===== src/hdl/ntsp_pkg.sv =====
// Shared types and constants of the TLV stream parser.
// No dependencies; the CSR interface, the design modules and the testbench import this package.
package ntsp_pkg;

   // Configuration register indexes
   localparam int unsigned CSR_IDX_W = 1;
   localparam logic [CSR_IDX_W-1:0] CSR_NULL_TAG = 1'b0;
   localparam logic [CSR_IDX_W-1:0] CSR_TERM_TAG = 1'b1;

   // Reset values of the configuration registers
   localparam logic [7:0] NULL_TAG_RESET = 8'h00;
   localparam logic [7:0] TERM_TAG_RESET = 8'hFE;

   // Length byte that announces a 16-bit big-endian length
   localparam logic [7:0] EXT_LEN_MARK = 8'hFF;

   // Role reported for each byte
   typedef enum logic [2:0] {
      ROLE_NULL = 3'd0,
      ROLE_TAG  = 3'd1,
      ROLE_SLEN = 3'd2,
      ROLE_LENH = 3'd3,
      ROLE_LENL = 3'd4,
      ROLE_VAL  = 3'd5,
      ROLE_TERM = 3'd6,
      ROLE_IGN  = 3'd7
   } role_type;

   // Parser phase, one-hot
   typedef enum logic [5:0] {
      PH_TAG  = 6'b000001,
      PH_LEN  = 6'b000010,
      PH_LENH = 6'b000100,
      PH_LENL = 6'b001000,
      PH_VAL  = 6'b010000,
      PH_DONE = 6'b100000
   } phase_type;

   // Configuration seen by the parser core
   typedef struct packed {
      logic [7:0] null_tag_code;
      logic [7:0] terminator_tag_code;
   } cfg_type;

   // One result transaction
   typedef struct packed {
      role_type    byte_role;
      logic [7:0]  tag_value;
      logic [15:0] record_length;
      logic [7:0]  value_byte;
      logic [15:0] value_index;
      logic        record_end;
      logic        stream_error;
      logic        buffer_done;
   } rsp_type;

endpackage


===== src/hdl/ntsp_csr_regs.sv =====
// Configuration registers: null tag code and terminator tag code.
// Depends on ntsp_pkg.
module ntsp_csr_regs
   import ntsp_pkg::*;
(
   input  logic                 clock,
   input  logic                 reset,
   input  logic                 wr_en,
   input  logic [CSR_IDX_W-1:0] wr_index,
   input  logic [7:0]           wr_data,
   output cfg_type              cfg
);

   cfg_type cfg_ff;
   cfg_type cfg_in;

   // Decode the write index
   always_comb begin
      cfg_in = cfg_ff;
      if (wr_en) begin
         case (wr_index)
            CSR_NULL_TAG: cfg_in.null_tag_code = wr_data;
            CSR_TERM_TAG: cfg_in.terminator_tag_code = wr_data;
            default:      cfg_in = cfg_ff;
         endcase
      end
   end

   always_ff @(posedge clock) begin
      if (reset) begin
         cfg_ff.null_tag_code       <= NULL_TAG_RESET;
         cfg_ff.terminator_tag_code <= TERM_TAG_RESET;
      end else begin
         cfg_ff <= cfg_in;
      end
   end

   assign cfg = cfg_ff;

endmodule


===== config.mk =====
export PLATFORM = sky130hd
export DESIGN_NAME = ntsp_csr_regs
export DESIGN_NICKNAME = d
export VERILOG_FILES = /design/src/hdl/ntsp_pkg.sv /design/src/hdl/ntsp_csr_regs.sv
export SDC_FILE = /design/constraint.sdc
export NUM_CORES = 1
export LEC_CHECK = 0
export BUFFER_PORTS_ARGS = -buffer_cell sky130_fd_sc_hd__clkbuf_2
export CAP_MARGIN = 10
export CORE_UTILIZATION = 48
export CTS_BUF_LIST = sky130_fd_sc_hd__clkbuf_4 sky130_fd_sc_hd__clkbuf_8 sky130_fd_sc_hd__clkbuf_16
export DETAILED_ROUTE_END_ITERATION = 10
export PLACE_DENSITY_LB_ADDON = 0.1
export REMOVE_ABC_BUFFERS = 1
export SLEW_MARGIN = 20
export SYNTH_ARGS = -nofsm -noshare
export SYNTH_HDL_FRONTEND = slang
export SYNTH_SLANG_ARGS = --single-unit

===== constraint.sdc =====
create_clock -name clock -period 2.1 [get_ports clock]
set_input_delay 0.42 -clock clock [delete_from_list [all_inputs] [get_ports clock]]
set_output_delay 0.42 -clock clock [all_outputs]
set_load 0.01 [all_outputs]

==> impl_metrics.tcl <==
set metrics [dict create \
    ant_nets 0 \
    worstPathRequired_ns 1.68 \
    htree_levels 1 \
    die_y_um 39.6 \
    synth_top_cell_by_area "dfxtp_1" \
    largest_reg_flops 16 \
    grt_pass1_vias 393 \
    grt_pass1_wl_um 1820 \
    tightestPinTransition_ns 0.521 \
    syn_avg_cell_area_um2 10.7 \
    syn_area_um2 677 \
    post_drt_via_cell_ratio 5.11 \
    grt_usage_pct 17.7 \
    synth_edf_count 0 \
    max-cap-violations 0 \
    yosys_warnings 0 \
    syn_inst 63 \
    grt_max_degree 25 \
    power.leakage_nw 0.397 \
    routedWlPerCell_um 11.8 \
    clk_pin_slew_ns 0.09 \
    fin_ws_ns 0.913 \
    place_congestion 0.711 \
    setup_violations 0 \
    cts_max_path_buffers 2 \
    portBuffers 27 \
    num_vias 531 \
    cts_resized 0 \
    relSlewSlack_pct 65.2 \
    antenna_found_initial 0 \
    ys_ff_latch 16 \
    slowest_stage "dfxtp_1" \
    hpwlAfterDp_um 857 \
    cp-start-kind "flop" \
    pre_cts_slack_ns 0.631 \
    synth.most_common_cell "dfxtp_1" \
    critical-path-top-delay-family "flip-flops" \
    fp-row-count 13 \
    cts.sinks 16 \
    drive_above_1_share_pct 36.0 \
    synthFlopType "dfxtp_1" \
    cp_slowest_stage_delay_ns 0.35 \
    dr.pass1.iters 2 \
    ys_async_sr_fraction_pct 0 \
    synth_cell_types 13 \
    critPathMaxFanout 2 \
    wl_um 1220 \
    path_class "reg2out" \
    crit_arrival_ns 0.77 \
    endpoint_kind "output pin" \
    synth_top_area_share_pct 47.3 \
    placed_cell_area_um2 793 \
    drtIter0Drc 4 \
    cts-root-buf "clkbuf_4" \
    io-pin-count 28 \
    cts_tree "yes" \
    r2r_setup_slack_ns 1.42 \
    finalSetupTns_ns 0 \
    slew_violations 0 \
    cts_buffers 3 \
    grt-ovfl-total 0 \
    powerDensity_nw_per_um2 737 \
    die_w_um 39.6 \
    die_area_um2 1560 \
    finalNetCount 102 \
    route.detailed.drc 0 \
    syn2layout_area_growth_pct 22.6 \
    period_share_pct 56.5 \
    finalHoldViolations 0 \
    synth_common_cells "dfxtp_1, nand2b_1, a211o_1, and3_1, o21ai_1" \
    num_antenna_cells 0 \
    skew_ns 0 \
    clk-insertion-delay-late_ns 0.28 \
    status "complete, no violations" \
    whs_ns 0.407 \
    crit_chain "clkbuf_2" \
    synth_area_leaders "dfxtp_1, nand2b_1, a211o_1" \
    core_um2 1300 \
    finalCriticalPeriod_ns 1.19 \
    critical_path_buf_inv_count 1 \
    start_util_pct 52.0 \
    post_cts_buffers 0 \
    peakVddDrop_mv 0.451 \
    hold_buffers 0 \
    finalInstanceArea_um2 830 \
    finalCoreUtilization_pct 63.7 \
    rsz0062_at_grt "false" \
    min_path_type "in2reg" \
    seq_area_frac_synth_pct 47.3 \
    fmax_mhz 843 \
]
-- through the flow --
stage	cells	power, W
5_1_grt	104	0.000639
3_5_place_dp	100	0.000418
2_1_floorplan	58	0.000375
4_1_cts	104	0.000616
6_report	104	0.000611
3_3_place_gp	100	0.000417
-- layout make-up --
class	count	area (µm²)
flip-flops and latches	16	320
well taps	15	18.8
multi-input cells	42	319
fillers	122	472
clock buffers	4	36.3
repair buffers	27	135
-- layer usage --
metal  share of wire, %  global-route usage (%)  vias to the layer above
li1                   -                       -                      285
met1                 54                    26.1                      230
met2                 40                    22.5                       14
met3                4.5                    5.68                        2
met4                1.1                    7.76                        0
met5                  0                       0                        -
-- report_power, final --
part	total [W]	internal, W	switching (W)
clock network	0.000200	0.000105	0.0000949
logic	0.0000817	0.0000399	0.0000419
registers	0.000329	0.000321	0.00000838
-- placed cells by master (no fill, tap or decap), drive strengths merged --
cell type  Yosys  routed
clkbuf         1      31
dfxtp         16      16
nand2b        10      10
o21ai          7       7
and3           7       7
a211o          7       7
or4bb          4       4
nand4bb        3       3
mux2i          2       2
nor2b          1       1
nand2          1       1
-- logic make-up after synthesis --
family	share of synthesized area (%)
DFF	47.3
buffers and inverters	5.54
muxes	2.96
AOI/OAI and AO/OA	14.2
and+or+nand+nor	29.9
-- path summary, 6_finish.rpt --
| check | start | cells after the start | endpoint |
|---|---|---|---|
| max | cfg[8] | 1 | cfg[8] |
| min | wr_data[1] | 3 | cfg[9] |
| max reg2reg | cfg[6] | 1 | cfg[6] |
| min reg2reg | cfg[7] | 1 | cfg[7] |
Power figures use the tool's default switching activity.
