**config.mk**
```make
export PLATFORM = sky130hd
export DESIGN_NAME = ntsp_rsp_reg
export DESIGN_NICKNAME = d
export VERILOG_FILES = /design/src/hdl/ntsp_pkg.sv /design/src/hdl/ntsp_rsp_reg.sv
export SDC_FILE = /design/constraint.sdc
export NUM_CORES = 1
export LEC_CHECK = 0
export ABC_CLOCK_PERIOD_IN_PS = 1800
export BUFFER_PORTS_ARGS = -buffer_cell sky130_fd_sc_hd__buf_4
export CAP_MARGIN = 20
export CORE_MARGIN = 1.5
export CORE_UTILIZATION = 43
export CTS_CLUSTER_DIAMETER = 30
export DETAILED_ROUTE_END_ITERATION = 12
export GPL_ROUTABILITY_DRIVEN = 0
export HOLD_SLACK_MARGIN = 0.1
export PLACE_DENSITY_LB_ADDON = 0.3
export RECOVER_POWER = 50
export SYNTH_ARGS = -nofsm -noshare
export SYNTH_HDL_FRONTEND = slang
export SYNTH_SLANG_ARGS = --single-unit
```
**constraint.sdc**
```tcl
create_clock -name clock -period 1.8 [get_ports clock]
set_input_delay 0.18 -clock clock [delete_from_list [all_inputs] [get_ports clock]]
set_output_delay 0.18 -clock clock [all_outputs]
set_load 0.03 [all_outputs]
```
**src/hdl/ntsp_pkg.sv**
```systemverilog
// Shared types and constants of the TLV stream parser.
// No dependencies; the CSR interface, the design modules and the testbench import this package.
package ntsp_pkg;

   // Configuration register indexes
   localparam int unsigned CSR_IDX_W = 1;
   localparam logic [CSR_IDX_W-1:0] CSR_NULL_TAG = 1'b0;
   localparam logic [CSR_IDX_W-1:0] CSR_TERM_TAG = 1'b1;

   // Reset values of the configuration registers
   localparam logic [7:0] NULL_TAG_RESET = 8'h00;
   localparam logic [7:0] TERM_TAG_RESET = 8'hFE;

   // Length byte that announces a 16-bit big-endian length
   localparam logic [7:0] EXT_LEN_MARK = 8'hFF;

   // Role reported for each byte
   typedef enum logic [2:0] {
      ROLE_NULL = 3'd0,
      ROLE_TAG  = 3'd1,
      ROLE_SLEN = 3'd2,
      ROLE_LENH = 3'd3,
      ROLE_LENL = 3'd4,
      ROLE_VAL  = 3'd5,
      ROLE_TERM = 3'd6,
      ROLE_IGN  = 3'd7
   } role_type;

   // Parser phase, one-hot
   typedef enum logic [5:0] {
      PH_TAG  = 6'b000001,
      PH_LEN  = 6'b000010,
      PH_LENH = 6'b000100,
      PH_LENL = 6'b001000,
      PH_VAL  = 6'b010000,
      PH_DONE = 6'b100000
   } phase_type;

   // Configuration seen by the parser core
   typedef struct packed {
      logic [7:0] null_tag_code;
      logic [7:0] terminator_tag_code;
   } cfg_type;

   // One result transaction
   typedef struct packed {
      role_type    byte_role;
      logic [7:0]  tag_value;
      logic [15:0] record_length;
      logic [7:0]  value_byte;
      logic [15:0] value_index;
      logic        record_end;
      logic        stream_error;
      logic        buffer_done;
   } rsp_type;

endpackage

```
**src/hdl/ntsp_rsp_reg.sv**
```systemverilog
// Result register between the parser core and the result channel.
// Depends on ntsp_pkg.
module ntsp_rsp_reg
   import ntsp_pkg::*;
(
   input  logic    clock,
   input  logic    reset,
   input  logic    in_valid,
   output logic    in_ready,
   input  rsp_type in_data,
   output logic    out_valid,
   input  logic    out_ready,
   output rsp_type out_data
);

   logic    valid_ff, valid_in;
   rsp_type data_ff;

   // A new result may load when the register is empty or being drained
   assign in_ready = !valid_ff || out_ready;
   assign valid_in = (in_valid && in_ready) || (valid_ff && !out_ready);

   always_ff @(posedge clock) begin
      if (reset) begin
         valid_ff <= 1'b0;
      end else begin
         valid_ff <= valid_in;
      end
   end

   always_ff @(posedge clock) begin
      if (in_valid && in_ready) begin
         data_ff <= in_data;
      end
   end

   assign out_valid = valid_ff;
   assign out_data  = data_ff;

endmodule

```
==> run_results.csv <==
group,metric,value,unit
timing,fin_setup_tns,0,ns
timing,worst_slew_pin_slew,0.4088,ns
clock_network,h-tree-depth,2,
clock_network,root_buffer,"clkbuf_8",
status,status,"finished, final reports clean",
drt,drt_pass1_iterations,4,
timing,max_freq,825.2,MHz
timing,fin_skew,0.01190,ns
setup_path,crit_type,"flop to flop",
clock_network,clk_latency,0.30,ns
setup_path,crit_path_end_kind,"flop",
setup_path,r2r-start,"out_valid",
clock_network,cts.sinks,55,
die,rows,22,
layout,seqCellArea,1642,um2
layout,final_layout_size_suffix_gt1_frac,0.4135,
die,die_w,65.44,um
synthesis,synth_top_family_by_area,"simple AND/OR/NAND/NOR gates",
timing,report.final.slew_viol_count,0,
clock_network,post-cts-setup-buffer-count,0,
setup_path,path_buf_inv,1,
setup_path,crit_fanout,27,
global_route,grt_pass1_wl,7196,um
synthesis,ys_ff_latch,55,
placed_design,io_buffer_count,113,
clock_network,cts_tree,"done",
timing,maxSlewHeadroom,0.7286,
timing,setup_violations,0,
global_route,grt_pass1_vias,1364,
setup_path,crit_path_max_incr_delay,0.34,ns
layout,multi_input_comb_area,31.28,um2
synthesis,synth_largest_area_cell,"edfxtp_1",
setup_path,crit_chain,"nand2b_4 -> and2_4 -> buf_4",
clock_network,cts_resized,0,
layout,n_fill_cell,205,
layout,area_growth,86.94,%
timing,post-route-period-util,0.6732,
power_and_ir_drop,power_density,838.0,nW/um2
clock_network,cts_buffers,5,
flow_run,drv_cap,0,
synthesis,synth.top_cell.area_share,0.9672,
layout,final_core_util,0.8434,
setup_path,required,1.77,ns
synthesis,synth_compound_area_frac,0.005224,
power_and_ir_drop,p_leak,1.264,nW
die,die_h,65.44,um
layout,final_nets,294,
setup_path,start_kind,"flop",
global_route,antenna_found_initial,0,
synthesis,synthMuxAreaShare,0,
timing,rsz0062_at_grt,"false",
clock_network,cts_max_path_buffers,2,
hold_path,holdCritStartpoint,"in_valid",
drt,wl_per_cell,17.00,um
drt,route.vias.total,1255,
global_route,grt_max_degree,28,
die,initial_core_util,0.4512,
synthesis,yosysWarnings,0,
setup_path,arrival,1.18,ns
synthesis,syn_avg_cell_area,28.42,um2
die,core_area,3716,um2
synthesis,synthCells,59,
setup_path,crit_slowest_cell,"dfxtp_1",
setup_path,cpLargestDelayFamily,"flip-flops",
synthesis,netlist_area,1677,um2
synthesis,synthSimpleGateAreaFrac,0.01343,
synthesis,synthesis.nets,117,
timing,hold_slack,0.1386,ns
synthesis,seq_area_frac_synth,0.9791,
drt,wirelength,4844,um
global_route,track_usage,0.2453,
synthesis,synthAdderAreaFrac,0,
die,dieArea,4282,um2
drt,drt_first_iter_violations,53,
clock_network,hold_buffers,55,
global_route,grt-ovfl-total,0,
drt,drc,0,
timing,period_needed,1.212,ns
drt,drt-vias-per-instance,4.404,
die,io_pins,114,
synthesis,ys_top_cells_by_area,"edfxtp_1 97%, dfxtp_1 1.2%, nand2b_4 0.82%",
layout,antennaDiodeCount,0,
synthesis,synth-xor-area-share,0,
power_and_ir_drop,vdd_ir_drop_max,0.5535,mV
synthesis,synth_cell_types,6,
drt,ant_nets,0,
clock_network,cts.clk_slew.worst_paths,0.08,ns
setup_path,critPathLaunch,"out_valid",
hold_path,hp-class,"primary input to flop",
timing,finalHoldViolCount,0,
==> sequential cells by signal, indices dropped and copies added, names as in the netlist <==
name and cells:
out_data 54, out_valid 1
==> synthesized netlist by cell type (all sizes together) <==
cell type	number
nand2b	1
dfxtp	1
inv	1
edfxtp	54
a21oi	1
and2	1
==> worst min-delay path, stage by stage <==
cell     delay [ns]
buf_4          0.11
inv_1          0.06
a21oi_2        0.04
==> cells by family after synthesis <==
family	after synthesis
AND/OR/NAND/NOR	2
flip-flops	55
AO/OA/AOI/OAI	1
buffers and inverters	1
==> report_power, final <==
group	internal, W	switching, W
clock network	0.000273	0.000371
logic	0.000214	0.000248
registers	0.00149	0.0000262
total	0.00198	0.000645
==> metrics by stage <==
step / cell area (um2) / total power [W] / instances / worst slack, ns
6_report: 3134 / 0.002626 / 285 / 0.5882
5_1_grt: 3134 / 0.002719 / 285 / 0.5366
4_1_cts: 3236 / 0.002646 / 285 / 0.5862
3_3_place_gp: 2600 / 0.001929 / 222 / 0.6318
2_1_floorplan: 1677 / 0.001724 / 59 / 0.3242
3_5_place_dp: 2600 / 0.001940 / 222 / 0.5973
==> layout make-up <==
class,count,area share
sequential,55,0.5238
timing repair buffer,170,0.4188
clock buffer,6,0.02315
tap,48,0.01916
multi-input combinational,3,0.009980
clock inverter,2,0.003992
inverter,1,0.001198
==> final timing paths <==
check,end,slack [ns],cells past startpoint
worst max-delay path,out_data[42],0.59,3
worst min-delay path,out_valid,0.14,3
worst max register to register,out_data[42],0.59,3
worst min register to register,out_valid,0.50,2
==> layer usage <==
layer / share of wire / global-route usage / vias up
li1: - / - / 585
met1: 0.32 / 0.2312 / 585
met2: 0.59 / 0.4911 / 73
met3: 0.074 / 0.07021 / 12
met4: 0.016 / 0.08594 / 0
met5: 0 / 0 / -
==> layout by cell type (no fill, tap or decap) <==
| cell type | count |
|---|---|
| dlygate4sd3_1 | 55 |
| inv_1 | 1 |
| nand2b_4 | 1 |
| dfxtp_1 | 1 |
| a21oi_2 | 1 |
| clkbuf_4 | 55 |
| clkinvlp_4 | 1 |
| buf_4 | 33 |
| clkinv_2 | 1 |
| and2_4 | 1 |
| clkbuf_8 | 5 |
| clkbuf_1 | 28 |
| edfxtp_1 | 54 |
No activity file was read; power rests on OpenSTA's default activity.
