==> src/hdl/ntsp_pkg.sv <==
// Shared types and constants of the TLV stream parser.
// No dependencies; the CSR interface, the design modules and the testbench import this package.
package ntsp_pkg;

   // Configuration register indexes
   localparam int unsigned CSR_IDX_W = 1;
   localparam logic [CSR_IDX_W-1:0] CSR_NULL_TAG = 1'b0;
   localparam logic [CSR_IDX_W-1:0] CSR_TERM_TAG = 1'b1;

   // Reset values of the configuration registers
   localparam logic [7:0] NULL_TAG_RESET = 8'h00;
   localparam logic [7:0] TERM_TAG_RESET = 8'hFE;

   // Length byte that announces a 16-bit big-endian length
   localparam logic [7:0] EXT_LEN_MARK = 8'hFF;

   // Role reported for each byte
   typedef enum logic [2:0] {
      ROLE_NULL = 3'd0,
      ROLE_TAG  = 3'd1,
      ROLE_SLEN = 3'd2,
      ROLE_LENH = 3'd3,
      ROLE_LENL = 3'd4,
      ROLE_VAL  = 3'd5,
      ROLE_TERM = 3'd6,
      ROLE_IGN  = 3'd7
   } role_type;

   // Parser phase, one-hot
   typedef enum logic [5:0] {
      PH_TAG  = 6'b000001,
      PH_LEN  = 6'b000010,
      PH_LENH = 6'b000100,
      PH_LENL = 6'b001000,
      PH_VAL  = 6'b010000,
      PH_DONE = 6'b100000
   } phase_type;

   // Configuration seen by the parser core
   typedef struct packed {
      logic [7:0] null_tag_code;
      logic [7:0] terminator_tag_code;
   } cfg_type;

   // One result transaction
   typedef struct packed {
      role_type    byte_role;
      logic [7:0]  tag_value;
      logic [15:0] record_length;
      logic [7:0]  value_byte;
      logic [15:0] value_index;
      logic        record_end;
      logic        stream_error;
      logic        buffer_done;
   } rsp_type;

endpackage

==> src/hdl/ntsp_parse_core.sv <==
// Parser state machine: classifies each accepted byte and updates the record state.
// Depends on ntsp_pkg.
module ntsp_parse_core
   import ntsp_pkg::*;
(
   input  logic       clock,
   input  logic       reset,
   input  logic       accept,
   input  logic [7:0] data_byte,
   input  logic       buffer_last,
   input  cfg_type    cfg,
   output rsp_type    result
);

   phase_type   phase_ff, phase_in;
   logic [7:0]  tag_ff, tag_in;
   logic [15:0] len_ff, len_in;
   logic [15:0] remain_ff, remain_in;
   logic [15:0] pos_ff, pos_in;
   rsp_type     res;
   phase_type   phase_step;
   logic [15:0] full_len;

   // Classify the byte and work out the next record state
   always_comb begin
      res           = '0;
      res.byte_role = ROLE_IGN;
      phase_step    = phase_ff;
      tag_in        = tag_ff;
      len_in        = len_ff;
      remain_in     = remain_ff;
      pos_in        = pos_ff;
      full_len      = '0;
      case (phase_ff)
         PH_TAG: begin
            res.tag_value = data_byte;
            if (data_byte == cfg.null_tag_code) begin
               res.byte_role = ROLE_NULL;
            end else if (data_byte == cfg.terminator_tag_code) begin
               res.byte_role  = ROLE_TERM;
               res.record_end = 1'b1;
               phase_step     = PH_DONE;
            end else begin
               res.byte_role = ROLE_TAG;
               tag_in        = data_byte;
               len_in        = '0;
               phase_step    = PH_LEN;
            end
         end
         PH_LEN, PH_LENL: begin
            res.tag_value = tag_ff;
            if (phase_ff == PH_LEN) begin
               res.byte_role = ROLE_SLEN;
               full_len      = {8'h00, data_byte};
            end else begin
               res.byte_role = ROLE_LENL;
               full_len      = {len_ff[15:8], data_byte};
            end
            if (phase_ff == PH_LEN && data_byte == EXT_LEN_MARK) begin
               phase_step = PH_LENH;
            end else begin
               // Length is known: start the value or close an empty record
               len_in            = full_len;
               res.record_length = full_len;
               remain_in         = full_len;
               pos_in            = '0;
               if (full_len == 16'd0) begin
                  res.record_end = 1'b1;
                  phase_step     = PH_TAG;
               end else begin
                  phase_step = PH_VAL;
               end
            end
         end
         PH_LENH: begin
            res.byte_role = ROLE_LENH;
            res.tag_value = tag_ff;
            len_in        = {data_byte, 8'h00};
            phase_step    = PH_LENL;
         end
         PH_VAL: begin
            res.byte_role     = ROLE_VAL;
            res.tag_value     = tag_ff;
            res.record_length = len_ff;
            res.value_byte    = data_byte;
            res.value_index   = pos_ff;
            pos_in            = pos_ff + 16'd1;
            remain_in         = remain_ff - 16'd1;
            if (remain_ff == 16'd1) begin
               res.record_end = 1'b1;
               phase_step     = PH_TAG;
            end
         end
         PH_DONE: begin
            res.byte_role = ROLE_IGN;
         end
         default: begin
            res.byte_role = ROLE_IGN;
         end
      endcase

      // The buffer's last byte flags an open record and returns to idle
      res.buffer_done = buffer_last;
      phase_in        = phase_step;
      if (buffer_last) begin
         res.stream_error = (phase_step != PH_TAG) && (phase_step != PH_DONE);
         phase_in         = PH_TAG;
         tag_in           = '0;
         len_in           = '0;
         remain_in        = '0;
         pos_in           = '0;
      end
   end

   always_ff @(posedge clock) begin
      if (reset) begin
         phase_ff  <= PH_TAG;
         tag_ff    <= '0;
         len_ff    <= '0;
         remain_ff <= '0;
         pos_ff    <= '0;
      end else if (accept) begin
         phase_ff  <= phase_in;
         tag_ff    <= tag_in;
         len_ff    <= len_in;
         remain_ff <= remain_in;
         pos_ff    <= pos_in;
      end
   end

   assign result = res;

endmodule

==> config.mk <==
export PLATFORM = sky130hd
export DESIGN_NAME = ntsp_parse_core
export DESIGN_NICKNAME = d
export VERILOG_FILES = /design/src/hdl/ntsp_pkg.sv /design/src/hdl/ntsp_parse_core.sv
export SDC_FILE = /design/constraint.sdc
export NUM_CORES = 1
export LEC_CHECK = 0
export BUFFER_PORTS_ARGS = -buffer_cell sky130_fd_sc_hd__buf_4
export CORE_UTILIZATION = 42
export CTS_CLUSTER_SIZE = 8
export DETAILED_ROUTE_END_ITERATION = 10
export GPL_TIMING_DRIVEN = 1
export HOLD_SLACK_MARGIN = 0.03
export PLACE_DENSITY = 0.6
export SYNTH_ARGS = -nofsm -noshare
export SYNTH_HDL_FRONTEND = slang
export SYNTH_SLANG_ARGS = --single-unit
==> constraint.sdc <==
create_clock -name clock -period 3.92 [get_ports clock]
set_input_delay 0.196 -clock clock [delete_from_list [all_inputs] [get_ports clock]]
set_output_delay 0.196 -clock clock [all_outputs]
set_load 0.02 [all_outputs]
==> summary.md, run 1 <==
| Metric | Value |
|---|---|
| Hold WS | `210 ps` |
| First-pass GRT wire length | `20700 um` |
| Root Driver | `clkbuf_8` |
| Ys async rst share | `0` |
| Switching power total | `0.436 mW` |
| CORE AREA | `9730 um^2` |
| Cts bufs inserted | `9` |
| Rows | `36` |
| Mapped cell area | `4200 um^2` |
| Crit path kind | `reg2out` |
| Clk pin slew, worst setup/hold paths | `70 ps` |
| Internal power | `1.12 mW` |
| Final WL | `13000 um` |
| Diode count | `0` |
| Worst hold path type | `in2reg` |
| Sink Count | `62` |
| Setup ws final | `896 ps` |
| Distinct cells, synth | `61` |
| PostCTS Resize Cnt | `0` |
| CTS H-tree depth | `3` |
| Slowest CP cell | `or4_1` |
| Critical Path, Cell by Cell | `or4_1 -> nor4_4 -> nand3_1 -> nand4_1 -> xnor2_1 -> a41oi_1 -> buf_4` |
| Vias in the first global route | `3930` |
| Final Max Slew Viols | `0` |
| DRT Pass-1 Iters | `5` |
| Crit path max fanout | `10` |
| Sw Ratio | `0.279` |
| Chip height | `102 um` |
| DIE AREA | `10400 um^2` |
| Area growth from synthesis to layout | `18.0%` |
| Initial core utilization | `0.431` |
| Routability Congestion | `0.879` |
| Total power | `1.56 mW` |
| Detail Placement HPWL | `9120 um` |
| Ports | `82` |
| Combinational share of power | `0.169` |
| CTS tree | `built` |
| Initial antenna violation count | `0` |
| Synth warn | `0` |
| EDFF count, synth | `0` |
| Req. time, crit path | `3720 ps` |
| Static leakage | `1.92 nW` |
| RR Endpoint | `pos_ff[11]` |
| Highest clock rate | `0.331 GHz` |
| Final net count | `619` |
| Crit path largest cell delay | `740 ps` |
| Crit. End Element | `primary output` |
| Worst-Margin Slew | `920 ps` |
| Min-delay src | `data_byte[2]` |
| Global route overflow | `0` |
| Final setup fails | `0` |
| Detailed-route via count | `4283` |
| Clock share of power | `0.415` |
| Setup WS pre-CTS | `1210 ps` |
| Hold Buf Count CTS | `0` |
| Largest net degree at the start of global routing | `52` |
| Synth Register Bits | `62` |
| Period utilization | `0.771` |
| Slew HR | `0.382` |
| Clk Latency, worst-skew pair | `350 ps` |
| All-layer global routing usage | `0.257` |
| Seq/Total Area, Yosys | `0.296` |
| Inst Count DP | `710` |
| MaxCap Viol Count | `0` |
| Post-CTS setup buffers | `0` |
| Pwr dens | `315 nW/um^2` |
| Cell Count, Final, Fillers Out | `725` |
| WP data arrival | `2830 ps` |
| Post-detailed-route count of antenna-violating nets | `0` |
| Worst r2r path cells | `6` |
| Top_reg_cell synth | `dfxtp_1` |
| Status | `finished clean` |
| Iteration-0 DRC Markers | `254` |
| Clk_skew | `14.2 ps` |
| FF-to-FF setup slack | `1190 ps` |
| Setup TNS Final | `0 ps` |
| Number of port buffers | `81` |
| Wirelength per Cell | `18.0 um` |
| Vias/cell | `5.91` |
| Syn Inst Count | `541` |
| Hold Path Cell Cnt | `3` |
| DRC Markers | `0` |
| Fillcell total | `982` |
| Worst hold path endpoint | `len_ff[10]` |
| Bufs and invs on worst path | `1` |
| Net Count, Synth | `572` |
| Min Clock Period, post-route | `3020 ps` |
| Seq pwr share | `0.415` |
| RSZ-0062 raised after global routing | `false` |
| CP delay by family, top | `simple AND/OR/NAND/NOR gates` |
| Final hold violations | `0` |
| Startpoint Class | `flip-flop` |
| Die W | `102 um` |
| Mean Syn Cell Area | `7.76 um^2` |
| RR Startpoint | `phase_ff[2]` |
| Layout cells sized above 1 | `0.198` |
| VDD IR max | `210 uV` |
| Clock Tree Buf Depth | `2` |
## power groups by stage
stage / combinational (mW) / sequential [mW] / clock (mW)
6_report: 0.264 / 0.648 / 0.648
3_3_place_gp: 0.260 / 0.662 / 0
3_5_place_dp: 0.261 / 0.662 / 0
5_1_grt: 0.284 / 0.649 / 0.682
2_1_floorplan: 0.185 / 0.656 / 0
4_1_cts: 0.262 / 0.647 / 0.663
## worst reg2reg max path, cell delays in order (launching register included)
cell	delay [ps]
dfxtp_1	580
nor4_4	130
and4_1	290
o21ai_2	560
nand2_1	150
o21ai_1	750
nor2_1	110
## registers in the layout, indices dropped and copies added (netlist names)
name / cells
len_ff: 16
pos_ff: 16
remain_ff: 16
tag_ff: 8
phase_ff: 6
## routing by layer
metal	up-vias	part of all wire	global-route usage	routed length [um]
li1	2088	-	-	-
met1	2018	0.46	0.349	6040
met3	25	0.054	0.0472	707
met4	0	0.020	0.0846	263
met2	152	0.46	0.410	6030
met5	-	0	0	0
## metrics by stage
stage	utilization	instance area, um^2
finish	0.509	4950
global route	0.509	4950
CTS	0.509	4950
detailed placement	0.486	4730
global placement	0.486	4730
floorplan	-	4200
## cells in the final DEF, fill, tap and decap left out, types with 3 or more instances in the layout
master,instances
a22oi_1,7
nor3_1,11
o21ai_0,26
nand2_1,41
inv_1,9
o21ai_1,4
o211ai_1,3
clkbuf_8,11
or3_1,3
ha_1,3
dfxtp_1,62
a22o_1,21
nor4_1,10
a311oi_1,17
nor2_1,54
or4_1,10
a21oi_1,41
xnor2_1,5
and3_1,15
buf_4,88
a211oi_1,4
nor2b_1,3
nand3_1,17
nand4_1,19
and4_1,3
a31oi_1,8
xor2_1,30
and2_1,29
## area by class of cell
class                   count  area (um^2)  share of cell area
flip-flops and latches     62         1240               0.251
well taps                 133          166              0.0336
repair buffers             88          661               0.133
multi-input cells         418         2630               0.531
clock inverters             3         67.6              0.0136
inverters                   9         33.8             0.00682
clock buffers              12          155              0.0313
## kinds of logic (layout without fill, tap and decap cells)
kind of cell | Yosys count | count (layout) | synth area share
buf+inv | 61 | 112 | 0.0784
simple gates | 232 | 232 | 0.303
fa+ha+maj | 3 | 3 | 0.00894
compound gates | 148 | 148 | 0.241
xor+xnor | 35 | 35 | 0.0730
flops | 62 | 62 | 0.296
## cell usage after synthesis, drive strengths merged, types with 11 or more instances
library cell | number | area, um^2
nand2 | 41 | 154
clkbuf | 26 | 97.6
xor2 | 30 | 263
nor2 | 56 | 220
o21ai | 31 | 159
a21oi | 42 | 214
buf | 26 | 198
or4 | 11 | 86.3
nand4 | 19 | 119
dfxtp | 62 | 1240
a311oi | 17 | 149
nor3 | 12 | 65.1
nand3 | 18 | 95.1
and3 | 15 | 93.8
and2 | 29 | 181
a22o | 21 | 184
nor4 | 13 | 118
## worst max path at each step
stage	startpoint	end	slack (ps)	cells after the start
2_1_floorplan	phase_ff[0]	result[1]	1560	7
3_3_place_gp	phase_ff[3]	pos_ff[5]	1220	6
3_5_place_dp	phase_ff[4]	pos_ff[10]	1210	6
4_1_cts	remain_ff[2]	result[1]	900	7
5_1_grt	remain_ff[2]	result[1]	690	7
6_report	remain_ff[2]	result[1]	900	7
No activity file was read; power rests on OpenSTA's default activity.
==> run 2, diff against run 1 <==
- ABC_AREA: unset -> 1
- PLACE_DENSITY: 0.6 -> 0.63
- clock period: 3.92 -> 2.7 ns (I/O delays scaled with it)
==> summary.md, run 2 <==
| Metric | Value |
|---|---|
| Vias in the first global route | `4185 (+6.5%)` |
| Distinct cells, synth | `43 (-30%)` |
| Seq/Total Area, Yosys | `0.289 (-0.00621)` |
| Setup TNS Final | `0 ps (unchanged)` |
| Worst hold path type | `in2reg` |
| Crit. End Element | `primary output` |
| Die W | `103 um (+1.0%)` |
| Slew HR | `0.598 (+0.215)` |
| Mean Syn Cell Area | `6.01 um^2 (-23%)` |
| MaxCap Viol Count | `0 (unchanged)` |
| First-pass GRT wire length | `20900 um (+1.3%)` |
| Net Count, Synth | `745 (+30%)` |
| DIE AREA | `10600 um^2 (+2.1%)` |
| Inst Count DP | `910 (+28%)` |
| Most common cell after layout, fill and taps aside | `nand2_1` |
| EDFF count, synth | `0 (unchanged)` |
| Clk Latency, worst-skew pair | `360 ps (about the same)` |
| Final setup fails | `0 (unchanged)` |
| Period utilization | `0.911` |
| Ports | `82 (unchanged)` |
| Min Clock Period, post-route | `2460 ps` |
| Status | `finished clean` |
| Final Max Slew Viols | `0 (unchanged)` |
| Final hold violations | `0 (unchanged)` |
| Area occupied by multi-input gates | `2560 um^2 (-2.5%)` |
| WP data arrival | `2330 ps (-500 ps)` |
| VDD IR max | `243 uV (+16%)` |
| Placement Cell Area | `5000 um^2 (+5.7%)` |
| Diode count | `0 (unchanged)` |
| Top cells by count, synth | `177 x nand2_1, 121 x nor2_1, 82 x inv_1` |
| Final WL | `13200 um (+1.4%)` |
| Top cells by area, synth | `dfxtp_1 29%, nand2_1 15%, nor2_1 11%` |
| Most frequent cells in the layout | `177 x nand2_1, 121 x nor2_1, 91 x buf_4` |
| Synth Register Bits | `62 (unchanged)` |
| RSZ-0062 raised after global routing | `false` |
| Vias/cell | `5.24 (-11%)` |
| Clk_skew | `9.30 ps (-4.91 ps)` |
| FF+latch area | `1240 um^2 (+0.20%)` |
| Detailed-route via count | `4850 (+13%)` |
| Crit path max fanout | `24 (+14)` |
| Cts bufs inserted | `9 (unchanged)` |
| All-layer global routing usage | `0.261 (+0.00415)` |
| Cell Count, Final, Fillers Out | `926 (+28%)` |
| Pwr dens | `444 nW/um^2 (+41%)` |
| Number of port buffers | `81 (unchanged)` |
| Largest regs | `len_ff (16), pos_ff (16), remain_ff (16)` |
| Startpoint Class | `flip-flop` |
| Crit path kind | `reg2out` |
| Synth warn | `0 (unchanged)` |
| Sink Count | `62 (unchanged)` |
| Hold Buf Count CTS | `0 (unchanged)` |
| Yosys top cell area share | `0.289 (-0.00621)` |
| Global route overflow | `0 (unchanged)` |
| Routability Congestion | `0.956 (+8.8%)` |
| Clock Tree Buf Depth | `2 (unchanged)` |
| Ys async rst share | `0 (unchanged)` |
| Top_reg_cell synth | `dfxtp_1` |
| DRT Pass-1 Iters | `5 (unchanged)` |
| Clk pin slew, worst setup/hold paths | `80 ps (about the same)` |
| CTS H-tree depth | `3 (unchanged)` |
| Fillcell total | `1061 (+8.0%)` |
| CORE AREA | `9820 um^2 (+0.93%)` |
| Wirelength per Cell | `14.3 um (-21%)` |
| Mapped cell area | `4290 um^2 (+2.1%)` |
| Top-count cell post-synth | `nand2_1` |
| Rows | `36 (unchanged)` |
| Static leakage | `2.34 nW (+22%)` |
| Largest net degree at the start of global routing | `31 (-40%)` |
| Root Driver | `clkbuf_8` |
| Post-detailed-route count of antenna-violating nets | `0 (unchanged)` |
| Highest clock rate | `0.406 GHz` |
| Req. time, crit path | `2570 ps (-1150 ps)` |
| Initial core utilization | `0.437 (+0.00522)` |
| DRC Markers | `0 (unchanged)` |
| Leading area contributor after synthesis | `dfxtp_1` |
| Syn Inst Count | `714 (+32%)` |
| Chip height | `103 um (+1.0%)` |
| Area growth from synthesis to layout | `21.7%` |
| Worst-Margin Slew | `599 ps (-321 ps)` |
| Detail Placement HPWL | `9920 um (+8.8%)` |
| Layout cells sized above 1 | `0.174 (-0.0236)` |
| Design Area, Final | `5220 um^2 (+5.4%)` |
| Final net count | `819 (+32%)` |
| CTS tree | `built` |
| Iteration-0 DRC Markers | `364 (+43%)` |
| Initial antenna violation count | `0 (unchanged)` |
==> run 2: cells by family after synthesis <==
kind of cell,Yosys count,synth area share
buffers and inverters,122,0.115
AND/OR/NAND/NOR,387,0.382
AO/OA/AOI/OAI,129,0.183
XOR/XNOR,11,0.0225
adder cells (fa/ha/maj),3,0.00875
flip-flops,62,0.289
==> run 2: per-layer routing <==
layer  share of wire  routed length (um)  global-route usage  vias up
met5               0                   0                   0        -
met3           0.070                 922              0.0522       16
met1            0.48                6410               0.371     2201
met4           0.017                 224              0.0964        0
met2            0.43                5670               0.388      180
li1                -                   -                   -     2453
==> run 2: worst paths after layout <==
| kind | end | cells past startpoint | slack (ps) | from |
|---|---|---|---|---|
| worst min-delay path | phase_ff[0] | 3 | 50 | accept |
| worst max register to register | pos_ff[6] | 10 | 570 | phase_ff[2] |
| worst min register to register | tag_ff[4] | 2 | 470 | tag_ff[4] |
| worst max-delay path | result[1] | 11 | 240 | phase_ff[2] |
==> run 2: critical path: stages (launching register included) <==
cell	delay [ps]
dfxtp_1	350
nor2_2	260
nand3_4	280
inv_2	120
buf_4	190
nand4_1	140
nand2_1	110
inv_1	70
nand3_1	70
nand2_1	50
a21oi_1	150
buf_4	170
==> run 2: layout make-up <==
type                       count  share of cell area
clock buffer                  11              0.0290
clock inverter                 5              0.0110
inverter                      94              0.0681
multi-input combinational    530               0.491
sequential                    62               0.238
tap                          133              0.0319
timing repair buffer          91               0.131
==> run 2: where the power goes <==
part	internal [mW]	switching, mW	leakage, nW	total (mW)
clock network	0.474	0.400	0.0976	0.874
registers	0.950	0.0256	0.505	0.975
logic	0.164	0.306	1.74	0.470
==> run 2: repair_timing <==
item                                    in CTS  in global routing
buffers inserted                             0                  0
resized for setup                            0                  4
endpoints found under the setup margin       0                  1
==> run 2: through the flow <==
stage | utilization | total power [mW] | setup WS [ps] | hold slack [ps]
CTS | 0.531 | 2.33 | 157 | 37.9
global placement | 0.509 | 1.46 | 593 | 412
floorplan | - | 1.30 | 829 | 266
global route | 0.532 | 2.44 | 23.9 | 53.7
detailed placement | 0.509 | 1.46 | 568 | 411
finish | 0.532 | 2.32 | 240 | 53.4
